$ cat config.mk
export PLATFORM = sky130hd
export DESIGN_NAME = double_ended_queue_unit
export DESIGN_NICKNAME = d
export VERILOG_FILES = /design/src/rtl/deq_pkg.sv /design/src/rtl/double_ended_queue_unit.sv /design/src/rtl/deq_ctrl.sv /design/src/rtl/deq_datapath.sv
export SDC_FILE = /design/constraint.sdc
export NUM_CORES = 1
export LEC_CHECK = 0
export BUFFER_PORTS_ARGS = -buffer_cell sky130_fd_sc_hd__clkbuf_2
export CAP_MARGIN = 20
export CORE_MARGIN = 3
export CORE_UTILIZATION = 70
export CTS_BUF_LIST = sky130_fd_sc_hd__clkbuf_8
export CTS_CLUSTER_SIZE = 14
export DETAILED_ROUTE_END_ITERATION = 7
export PLACE_DENSITY_LB_ADDON = 0.08
export SYNTH_ARGS = -nofsm -noshare
export SYNTH_HDL_FRONTEND = slang
export SYNTH_SLANG_ARGS = --single-unit
$ cat constraint.sdc
create_clock -name clk -period 12.6 [get_ports clk]
set_input_delay 0.63 -clock clk [delete_from_list [all_inputs] [get_ports clk]]
set_output_delay 0.63 -clock clk [all_outputs]
set_load 0.005 [all_outputs]
$ cat src/rtl/deq_pkg.sv
// ----------------------------------------------------------------------------
// Double-ended queue package
// Shared types and constants for the ring-store double-ended queue.
// ----------------------------------------------------------------------------
package deq_pkg;

  localparam int DEPTH_DEF = 32;
  localparam int ACT_W     = 3;
  localparam int STS_W     = 2;
  localparam int CNT_OUT_W = 6;
  localparam int VAL_W     = 32;

  typedef enum logic [ACT_W-1:0] {
    ACT_PUSH_BACK  = 3'd0,
    ACT_PUSH_FRONT = 3'd1,
    ACT_DROP_BACK  = 3'd2,
    ACT_DROP_FRONT = 3'd3,
    ACT_LIST       = 3'd4
  } action_t;

  typedef enum logic [STS_W-1:0] {
    ST_OK    = 2'd0,
    ST_EMPTY = 2'd1,
    ST_FULL  = 2'd2
  } status_t;

  typedef enum logic {
    S_IDLE = 1'b0,
    S_LIST = 1'b1
  } state_t;

  // Commands from the controller to the datapath.
  typedef struct packed {
    logic    push_back;
    logic    push_front;
    logic    drop_back;
    logic    drop_front;
    logic    list_init;
    logic    list_read;
    logic    emit;
    status_t emit_status;
  } cmd_t;

  // Status from the datapath to the controller.
  typedef struct packed {
    logic full;
    logic empty;
    logic list_done;
  } dp_sts_t;

endpackage

$ cat src/rtl/double_ended_queue_unit.sv
// ----------------------------------------------------------------------------
// Double-ended queue unit
// Bounded double-ended queue of signed 32-bit values in a ring store.
// ----------------------------------------------------------------------------
//  Channel  | Handshake                 | Payload
//  ---------+---------------------------+------------------------------------
//  input    | start && !busy            | in_action, in_value
//  result   | out_strobe, one cycle     | out_status, out_count, out_entry,
//           |                           | out_last
//
// A push or drop result shows in the cycle after the transaction is accepted,
// and a new transaction may be accepted every cycle while busy is low.
// A list holds busy while it walks the entries, one store read per cycle
// through the single read port; each result follows in the cycle after its read.
// Reset clears the front index and count; the store itself is not cleared.
// The receiver cannot stall, so results are never held back.
module double_ended_queue_unit
  import deq_pkg::*;
#(
  parameter int DEPTH = DEPTH_DEF
) (
  input  logic                    clk,
  input  logic                    rst_n,
  input  logic                    start,
  output logic                    busy,
  input  logic [ACT_W-1:0]        in_action,
  input  logic signed [VAL_W-1:0] in_value,
  output logic                    out_strobe,
  output logic [STS_W-1:0]        out_status,
  output logic [CNT_OUT_W-1:0]    out_count,
  output logic signed [VAL_W-1:0] out_entry,
  output logic                    out_last
);

  cmd_t    cmd;
  dp_sts_t sts;

  deq_ctrl u_ctrl (
    .clk    (clk),
    .rst_n  (rst_n),
    .start  (start),
    .action (in_action),
    .sts    (sts),
    .cmd    (cmd),
    .busy   (busy)
  );

  deq_datapath #(
    .DEPTH (DEPTH)
  ) u_datapath (
    .clk        (clk),
    .rst_n      (rst_n),
    .cmd        (cmd),
    .value      (in_value),
    .sts        (sts),
    .out_strobe (out_strobe),
    .out_status (out_status),
    .out_count  (out_count),
    .out_entry  (out_entry),
    .out_last   (out_last)
  );

endmodule

$ cat src/rtl/deq_ctrl.sv
// ----------------------------------------------------------------------------
// Double-ended queue controller
// Decodes each transaction and sequences the list walk.
// ----------------------------------------------------------------------------
module deq_ctrl
  import deq_pkg::*;
(
  input  logic             clk,
  input  logic             rst_n,
  input  logic             start,
  input  logic [ACT_W-1:0] action,
  input  dp_sts_t          sts,
  output cmd_t             cmd,
  output logic             busy
);

  state_t state_r, state_nxt;

  always_ff @(posedge clk) begin
    if (!rst_n) begin
      state_r <= S_IDLE;
    end else begin
      state_r <= state_nxt;
    end
  end

  always_comb begin
    state_nxt = state_r;
    cmd       = '0;
    busy      = (state_r == S_LIST);
    unique case (state_r)
      S_IDLE: begin
        if (start) begin
          unique case (action_t'(action))
            ACT_PUSH_BACK: begin
              cmd.emit        = 1'b1;
              cmd.emit_status = sts.full ? ST_FULL : ST_OK;
              cmd.push_back   = !sts.full;
            end
            ACT_PUSH_FRONT: begin
              cmd.emit        = 1'b1;
              cmd.emit_status = sts.full ? ST_FULL : ST_OK;
              cmd.push_front  = !sts.full;
            end
            ACT_DROP_BACK: begin
              cmd.emit        = 1'b1;
              cmd.emit_status = sts.empty ? ST_EMPTY : ST_OK;
              cmd.drop_back   = !sts.empty;
            end
            ACT_DROP_FRONT: begin
              cmd.emit        = 1'b1;
              cmd.emit_status = sts.empty ? ST_EMPTY : ST_OK;
              cmd.drop_front  = !sts.empty;
            end
            ACT_LIST: begin
              if (sts.empty) begin
                cmd.emit        = 1'b1;
                cmd.emit_status = ST_EMPTY;
              end else begin
                cmd.list_init = 1'b1;
                state_nxt     = S_LIST;
              end
            end
            default: begin
              // Unknown action codes are dropped without a result.
            end
          endcase
        end
      end
      S_LIST: begin
        cmd.list_read = 1'b1;
        if (sts.list_done) begin
          state_nxt = S_IDLE;
        end
      end
      default: begin
        state_nxt = S_IDLE;
      end
    endcase
  end

endmodule

$ cat src/rtl/deq_datapath.sv
// ----------------------------------------------------------------------------
// Double-ended queue datapath
// Ring store, front index, entry count, list walk index and result registers.
// ----------------------------------------------------------------------------
module deq_datapath
  import deq_pkg::*;
#(
  parameter int DEPTH = DEPTH_DEF
) (
  input  logic                    clk,
  input  logic                    rst_n,
  input  cmd_t                    cmd,
  input  logic signed [VAL_W-1:0] value,
  output dp_sts_t                 sts,
  output logic                    out_strobe,
  output logic [STS_W-1:0]        out_status,
  output logic [CNT_OUT_W-1:0]    out_count,
  output logic signed [VAL_W-1:0] out_entry,
  output logic                    out_last
);

  localparam int IDX_W = (DEPTH > 1) ? $clog2(DEPTH) : 1;
  localparam int CNT_W = $clog2(DEPTH + 1);
  localparam int SUM_W = IDX_W + 1;

  logic signed [VAL_W-1:0] mem [DEPTH];

  logic [IDX_W-1:0] front_r, front_nxt;
  logic [CNT_W-1:0] count_r, count_nxt;
  logic [IDX_W-1:0] idx_r;

  logic                    strobe_r;
  logic [STS_W-1:0]        status_r;
  logic [CNT_OUT_W-1:0]    ocount_r;
  logic                    last_r;
  logic                    list_r;
  logic signed [VAL_W-1:0] rd_data_r;

  logic [SUM_W-1:0] back_sum, rd_sum;
  logic [IDX_W-1:0] back_addr, rd_addr, front_dec;
  logic [IDX_W-1:0] wr_addr;
  logic             wr_en;
  logic [CNT_OUT_W-1:0] count_out;

  // Ring positions: the sums stay below twice the depth, so one subtract wraps.
  always_comb begin
    back_sum  = SUM_W'(front_r) + SUM_W'(count_r);
    back_addr = (back_sum >= SUM_W'(DEPTH)) ? IDX_W'(back_sum - SUM_W'(DEPTH))
                                            : IDX_W'(back_sum);
    rd_sum    = SUM_W'(front_r) + SUM_W'(idx_r);
    rd_addr   = (rd_sum >= SUM_W'(DEPTH)) ? IDX_W'(rd_sum - SUM_W'(DEPTH))
                                          : IDX_W'(rd_sum);
    front_dec = (front_r == '0) ? IDX_W'(DEPTH - 1) : front_r - IDX_W'(1);
  end

  always_comb begin
    front_nxt = front_r;
    count_nxt = count_r;
    wr_en     = 1'b0;
    wr_addr   = back_addr;
    priority if (cmd.push_back) begin
      wr_en     = 1'b1;
      count_nxt = count_r + CNT_W'(1);
    end else if (cmd.push_front) begin
      wr_en     = 1'b1;
      wr_addr   = front_dec;
      front_nxt = front_dec;
      count_nxt = count_r + CNT_W'(1);
    end else if (cmd.drop_back) begin
      count_nxt = count_r - CNT_W'(1);
    end else if (cmd.drop_front) begin
      front_nxt = (front_r == IDX_W'(DEPTH - 1)) ? '0 : front_r + IDX_W'(1);
      count_nxt = count_r - CNT_W'(1);
    end else begin
      front_nxt = front_r;
    end
  end

  assign sts.full      = (count_r == CNT_W'(DEPTH));
  assign sts.empty     = (count_r == '0);
  assign sts.list_done = (CNT_W'(idx_r) == count_r - CNT_W'(1));

  always_ff @(posedge clk) begin
    if (wr_en) begin
      mem[wr_addr] <= value;
    end
  end

  always_ff @(posedge clk) begin
    if (cmd.list_read) begin
      rd_data_r <= mem[rd_addr];
    end
  end

  always_ff @(posedge clk) begin
    if (!rst_n) begin
      front_r  <= '0;
      count_r  <= '0;
      idx_r    <= '0;
      strobe_r <= 1'b0;
    end else begin
      front_r  <= front_nxt;
      count_r  <= count_nxt;
      strobe_r <= cmd.emit | cmd.list_read;
      if (cmd.list_init) begin
        idx_r <= '0;
      end else if (cmd.list_read) begin
        idx_r <= idx_r + IDX_W'(1);
      end
    end
  end

  // The count field keeps only its low bits; at the default depth a full store of 32 fits.
  assign count_out = CNT_OUT_W'(count_nxt);

  always_ff @(posedge clk) begin
    if (cmd.emit) begin
      status_r <= cmd.emit_status;
      ocount_r <= count_out;
      last_r   <= 1'b1;
      list_r   <= 1'b0;
    end else if (cmd.list_read) begin
      status_r <= ST_OK;
      ocount_r <= count_out;
      last_r   <= sts.list_done;
      list_r   <= 1'b1;
    end
  end

  assign out_strobe = strobe_r;
  assign out_status = status_r;
  assign out_count  = ocount_r;
  assign out_entry  = list_r ? rd_data_r : '0;
  assign out_last   = last_r;

endmodule

* Yosys cells after proc, flatten, opt, wreduce, memory -nomap -nowiden *
Memory sizes are Yosys's and may differ from the RTL's. A register that Yosys moved wholly into a read port is not among the register bits.
Index checks and enable logic that the tools add are counted.

word-level totals
  memory bits (writable) = 1,024
  memories kept = 1
  output and inout bits = 43
  register bits after elaboration = 28
  word-level logic and storage cells = 84

operators by class
  equality and inequality tests = 8
  bitwise gates (word level) = 4
  magnitude comparators = 2
  $add $sub $neg = 9
  reduce and logical (&&, ||, !) cells = 11
  mux-type cells = 40

memories
  name            words  width  rd ports  clocked after memory_dff  wr ports  RTL line            text
  u_datapath.mem  32     32     1         1                         1         deq_datapath.sv:26  logic signed [VAL_W-1:0] mem [DEPTH];

operators with widths
  cell                                                      count
  two-way mux 5 bit                                         11
  two-way mux 6 bit                                         6
  two-way mux 32 bit                                        1
  subtractor 5 x 1 -> 5 bit, second input constant          3
  two-way mux 1 bit                                         14
  greater-or-equal comparator 6 bit, second input constant  2
  adder 5 x 1 -> 5 bit, second input constant               2
  two-way mux 3 bit                                         3
  case mux 3 bit (3 select lines)                           1
  adder 5 x 5 -> 6 bit                                      1
  adder 5 x 6 -> 6 bit                                      1
  adder 6 x 1 -> 6 bit, second input constant               1
  equality test 3 x 2 -> 1 bit, second input constant       2
  equality test 5 x 6 -> 1 bit                              1
  equality test 6 bit, second input constant                1
  zero test 6 bit                                           1
  two-way mux 2 bit                                         3
  OR reduction 2 bit                                        3
  subtractor 6 x 1 -> 6 bit, second input constant          1
  equality test 5 bit, second input constant                1
  zero test 5 bit                                           1
  nonzero test 2 bit                                        2
  equality test 3 x 1 -> 1 bit, second input constant       1
  equality test 3 bit, second input constant                1
  other kinds (7)                                           10

* Longest topological paths before layout *
  word-level depth = 11
  depth in mapped cells = 9
  gate-level depth less buffers = 8

* By module *
From an unflattened synthesis, not the netlist that was laid out.

unflattened totals
  cell total of the unflattened synthesis = 2,846
  area, all modules = 44,607.8 µm²

by module, submodules not included
  module        cells each  instances  area an instance (µm²)
  deq_datapath  2,823       1          44,431.4
  deq_ctrl      23          1          176.4

* Worst setup path after synthesis *
Ideal clock, no wire load.

  kind = reg-to-reg
  from = reg u_ctrl.state_r (netlist: u_ctrl.busy)
  to = mem u_datapath.mem[19][0], enable pin
  stages on the path, launching flop included = 5
  setup time = 0.461 ns
  data arrival time = 4.343 ns
  buffers on the path = 0
  clock period less this slack = 4.804 ns
  path slack = 7.796 ns
  path through = dfxtp_1 -> nor4b_2 -> a21boi_1 -> nand3_1 -> nor3_1

between the ends
  word-level cells in the longest chain between the ends = 5

RTL lines
  what                                     RTL line            text
  from (decl)                              deq_ctrl.sv:17      state_t state_r, state_nxt;
  from (signal assigned)                   deq_ctrl.sv:23      state_r <= state_nxt;
  two-way mux 5 bit (*)                    deq_ctrl.sv:31      unique case (state_r)
  two-way mux 1 bit                        deq_datapath.sv:64  end else if (cmd.push_front) begin
  two-way mux 1 bit                        deq_datapath.sv:61  priority if (cmd.push_back) begin
  two-way mux 1 bit                        deq_datapath.sv:84  if (wr_en) begin
  two-way mux 1 bit (not written as such)  deq_datapath.sv:85  mem[wr_addr] <= value;
  to (decl)                                deq_datapath.sv:26

Mark *: on every way between the ends. The rest lies on a longest branch, timed or not.

* Worst setup path after layout *
  from = reg u_datapath.front_r[0]
  to = reg u_datapath.rd_data_r[20] (read register of u_datapath.mem) (data pin)

between the ends
  word-level cells in the longest chain between the ends = 3

RTL lines
  what                                                                                   RTL line             text
  from (decl)                                                                            deq_datapath.sv:28   logic [IDX_W-1:0] front_r, front_nxt;
  from (signal assigned)                                                                 deq_datapath.sv:102  front_r <= front_nxt;
  adder 5 x 5 -> 6 bit (*)                                                               deq_datapath.sv:50   rd_sum = SUM_W'(front_r) + SUM_W'(idx_r);
  subtractor 5 x 1 -> 5 bit / greater-or-equal comparator 6 bit (equally long branches)  deq_datapath.sv:51   rd_addr = (rd_sum >= SUM_W'(DEPTH)) ? IDX_W'(rd_sum - SUM_W'(DEPTH))
  two-way mux 5 bit (*)                                                                  deq_datapath.sv:51
  to (decl)                                                                              deq_datapath.sv:37   logic signed [VAL_W-1:0] rd_data_r;

Marks and branches as above.
A chain may end at the register's enable or synchronous reset.

==> results <==
- The flow ran to the end, and the final reports show no timing, DRC or antenna violations.
- The final wirelength is 94660 um.
- Of the cells placed in the final design, the portion with a size suffix greater than 1 is 31.96%.
- The clock sink count is 1084.
- Setup violations remaining at the end of the flow were counted as 0.
- The accumulated negative setup slack is 0 ns.
- The combinational group share of total power is roughly 5.9%.
- The largest vdd supply drop is 0.1522 mV.
- For this run the aggregate overflow at the end of global routing stands at 0.
- The startpoint-to-endpoint class of the critical path is reg2reg.
- The die is 251.5 um tall.
- The worst slew margin relative to its limit is 6.324%.
- The root buffer cell is sky130_fd_sc_hd__clkbuf_8.
- The first-pass GRT wire length is 140200 um.
- The hold violation total from the final report is 0.
- The post-CTS clock slew at the launch and capture registers of the worst setup and hold paths is ~0.070 ns.
- For this configuration, the core starts out at a cell density of 71.08%.
- The total internal power is about 0.0055 W.
- The number of antenna violations at the first check in global routing is 2.
- The tightest min-delay check is of the in2reg type.
- The prevailing post-synth register cell is sky130_fd_sc_hd__edfxtp_1.
- The net count of the mapped netlist is 1952.
- The detailed router placed about 21000 vias in this run.
- In the routed design, unresolved DRC markers number 0.
- The worst setup path is captured at a register.
- The post-cts repair resize count is 0.
- The areal power density over the cells is between 150 and 200 nW/um^2.
- The insertion delay of the later-clocked pin in the worst-skew pair is 0.81 ns.
- Before antenna repair, the detailed router went through 6 iterations.
- The critical path startpoint category is a register.
- At the worst endpoint, the arrival time is between 5 and 6 ns.
- Sequential cells burn between 50% and 60% of the power.
- The post-route fraction of the period consumed by the critical path is 36.64%.
- The row count is 89.
- The number of post-CTS setup repair buffers is 0.
- The H-tree was split into 4 levels.
- Once detail routing completed, the nets flagged for antenna violations numbered 0.
- The die covers ~63000 sq um.
- The largest net degree at the start of global routing is 129.
- The share of synthesized flip-flops with an asynchronous set or reset is 0%.
- The hold path depth is 3.
- The worst register-to-register path has a depth of 7.
- The via count of the first global-routing pass came to about 21000.
- The TritonCTS buffer count is 162.
- Derived from the worst setup path, the maximum achievable clock frequency is ~220 MHz.
- Summed over all nets, the switching power comes to 0.001531 W.
- The top cell types in the final layout, fill and taps aside, are sky130_fd_sc_hd__edfxtp_1, sky130_fd_sc_hd__mux4_2, sky130_fd_sc_hd__clkbuf_8, sky130_fd_sc_hd__clkbuf_2, sky130_fd_sc_hd__mux2i_1.
- From left edge to right edge, the die measures ~250 um.
- The number of cells produced by synthesis is 1897.
- The DRC marker count from the first detailed-route iteration is 2591.
- The post-synth design cell area is 42190 sq um.
- Setup repair after global routing left no endpoint under its margin.
- The largest fanout on the critical path is 45.
- Summing the sequential cell areas from Yosys gives 76.69% of the chip area.
- In this run, the clock network consumes 37.3% of the power.
- The number of nets in the final layout is 2160.
- The final worst-path setup slack is around 8 ns.
- The endpoint required time on the critical path is 13.13 ns.
- The clock arrives with 0.02982 ns of skew.
- The routed via count divided by cell count is 6.951.
- The TritonCTS clock tree is done.
- Hold repair after CTS inserted 0 buffers.
- In this run switching power makes up a little over a fifth of total power.
- Relative to the synthesized area, the layout overhead comes to 11.00%.
- Dividing the synthesized area by the synthesized cell count gives 22.24 sq um.
- Yosys printed 0 warnings.
- The number of primary I/O pins is 81.
- The count of input and output buffers is 80.
- Leaving out fill and tap cells, the most frequent cell in the layout is sky130_fd_sc_hd__edfxtp_1.
- The detailed placer's ending HPWL is 49880 um.
- The synthesized design contains 1064 enable-type register cells.
- The congestion estimate from routability-driven global placement came to a little over 0.8.
- The worst slack at placement is 7.799 ns.
- Counting along the longest clock path gives a buffer depth of 3.
- Max-cap violations in this run came to 0.
- The final count of pins violating max slew is 0.
- The reported leakage power is 14.72 nW.
- The global-route usage over all layers is 31.13%.
- The synthesized design contains 1084 register bits.
- For the pin with the worst max-slew slack, the measured transition is around 1.4 ns.
- The area of the core region is 59350 sq um.
- Yosys mapped the design onto 56 distinct sky130hd cell types.
- The post-detailed-route wirelength per cell is around 31 um.
- The shortest period the worst path allows is 4.617 ns.
## per-layer routing
layer	vias to the layer above	GRT usage [%]	share of wire, %
met2	1307	48.92	49
met3	194	7.216	11
met1	10920	44.95	37
met5	-	0	0
met4	0	10.24	2.7
li1	8465	-	-
## worst max-delay path, stage by stage (launching register included)
cell                       delay, ns
sky130_fd_sc_hd__dfxtp_1        0.44
sky130_fd_sc_hd__ha_4           0.93
sky130_fd_sc_hd__buf_4          0.85
sky130_fd_sc_hd__buf_4          0.80
sky130_fd_sc_hd__mux4_2         0.59
sky130_fd_sc_hd__mux2_2         0.29
sky130_fd_sc_hd__o22ai_1        0.29
sky130_fd_sc_hd__a221oi_1       0.09
## area by class of cell
type | count | area [sq um]
Fill cell | 2923 | 12530
Timing Repair Buffer | 146 | 924.6
Tap cell | 773 | 967.2
Clock buffer | 169 | 2326
Antenna cell | 1 | 2.502
Clock inverter | 121 | 653.1
Sequential cell | 1084 | 32350
Multi-Input combinational cell | 704 | 9574
Inverter | 7 | 26.28
## cells by family after synthesis
| kind of cell | share of synthesized area [%] |
|---|---|
| DFF | 76.69 |
| AOI/OAI and AO/OA | 2.141 |
| adders and majority gates | 0.5398 |
| muxes | 16.99 |
| buffers and inverters | 1.118 |
| xor gates and xnor gates | 0.5962 |
| and+or+nand+nor | 1.931 |
## path summary, 6_finish.rpt
kind / slack [ns] / end / start
worst min-delay path: 0.18 / u_datapath.list_r / start
worst max register to register: 7.98 / u_datapath.rd_data_r[20] / u_datapath.front_r[0]
worst max-delay path: 7.98 / u_datapath.rd_data_r[20] / u_datapath.front_r[0]
worst min register to register: 0.49 / u_datapath.out_last / u_datapath.out_last
## synthesized netlist by cell type (11+ instances only)
library cell	instances	area share (%)
sky130_fd_sc_hd__edfxtp_1	1064	76
sky130_fd_sc_hd__mux4_2	256	14
sky130_fd_sc_hd__mux2i_1	68	1.6
sky130_fd_sc_hd__mux2_2	64	1.7
sky130_fd_sc_hd__clkbuf_1	54	0.48
sky130_fd_sc_hd__and2_1	41	0.61
sky130_fd_sc_hd__buf_2	35	0.42
sky130_fd_sc_hd__nor3_1	35	0.42
sky130_fd_sc_hd__o22ai_1	33	0.49
sky130_fd_sc_hd__a221oi_1	31	0.64
sky130_fd_sc_hd__nor2_1	26	0.23
sky130_fd_sc_hd__dfxtp_1	20	0.95
sky130_fd_sc_hd__a21oi_1	18	0.21
sky130_fd_sc_hd__ha_1	15	0.44
sky130_fd_sc_hd__xnor2_1	14	0.29
sky130_fd_sc_hd__o21ai_0	12	0.14
sky130_fd_sc_hd__nand2_1	11	0.098
sky130_fd_sc_hd__xor2_1	11	0.23
## power by group through the flow
stage          Clock [W]  Combinational, W  Sequential [W]
2_1_floorplan          0          0.000287         0.00406
3_3_place_gp           0          0.000407         0.00407
3_5_place_dp           0          0.000418         0.00407
4_1_cts          0.00267          0.000420         0.00400
5_1_grt          0.00284          0.000449         0.00400
6_report         0.00263          0.000417         0.00400
## through the flow
step                      power (W)  utilization (%)  instance area, sq um  hold WS [ns]  instances
after floorplan            0.004351                -                 42190        0.4645       1897
after global placement     0.004478            73.85                 43830        0.4582       2713
after detailed placement   0.004490            73.85                 43830        0.4779       2713
after CTS                  0.007087            78.87                 46810        0.1113       3003
after global routing       0.007286            78.90                 46830        0.1514       3005
final                      0.007044            78.90                 46830        0.1793       3005
## state kept, by name, indices dropped and copies added (netlist names)
register,count
u_datapath.rd_data_r,32
u_datapath.out_last,1
u_datapath.mem,1024
u_datapath.list_r,1
u_datapath.front_r,5
u_datapath.out_strobe,1
u_ctrl.busy,1
u_datapath.out_status,2
u_datapath.count_r,6
u_datapath.out_count,6
u_datapath.idx_r,5
Power figures use the tool's default switching activity.
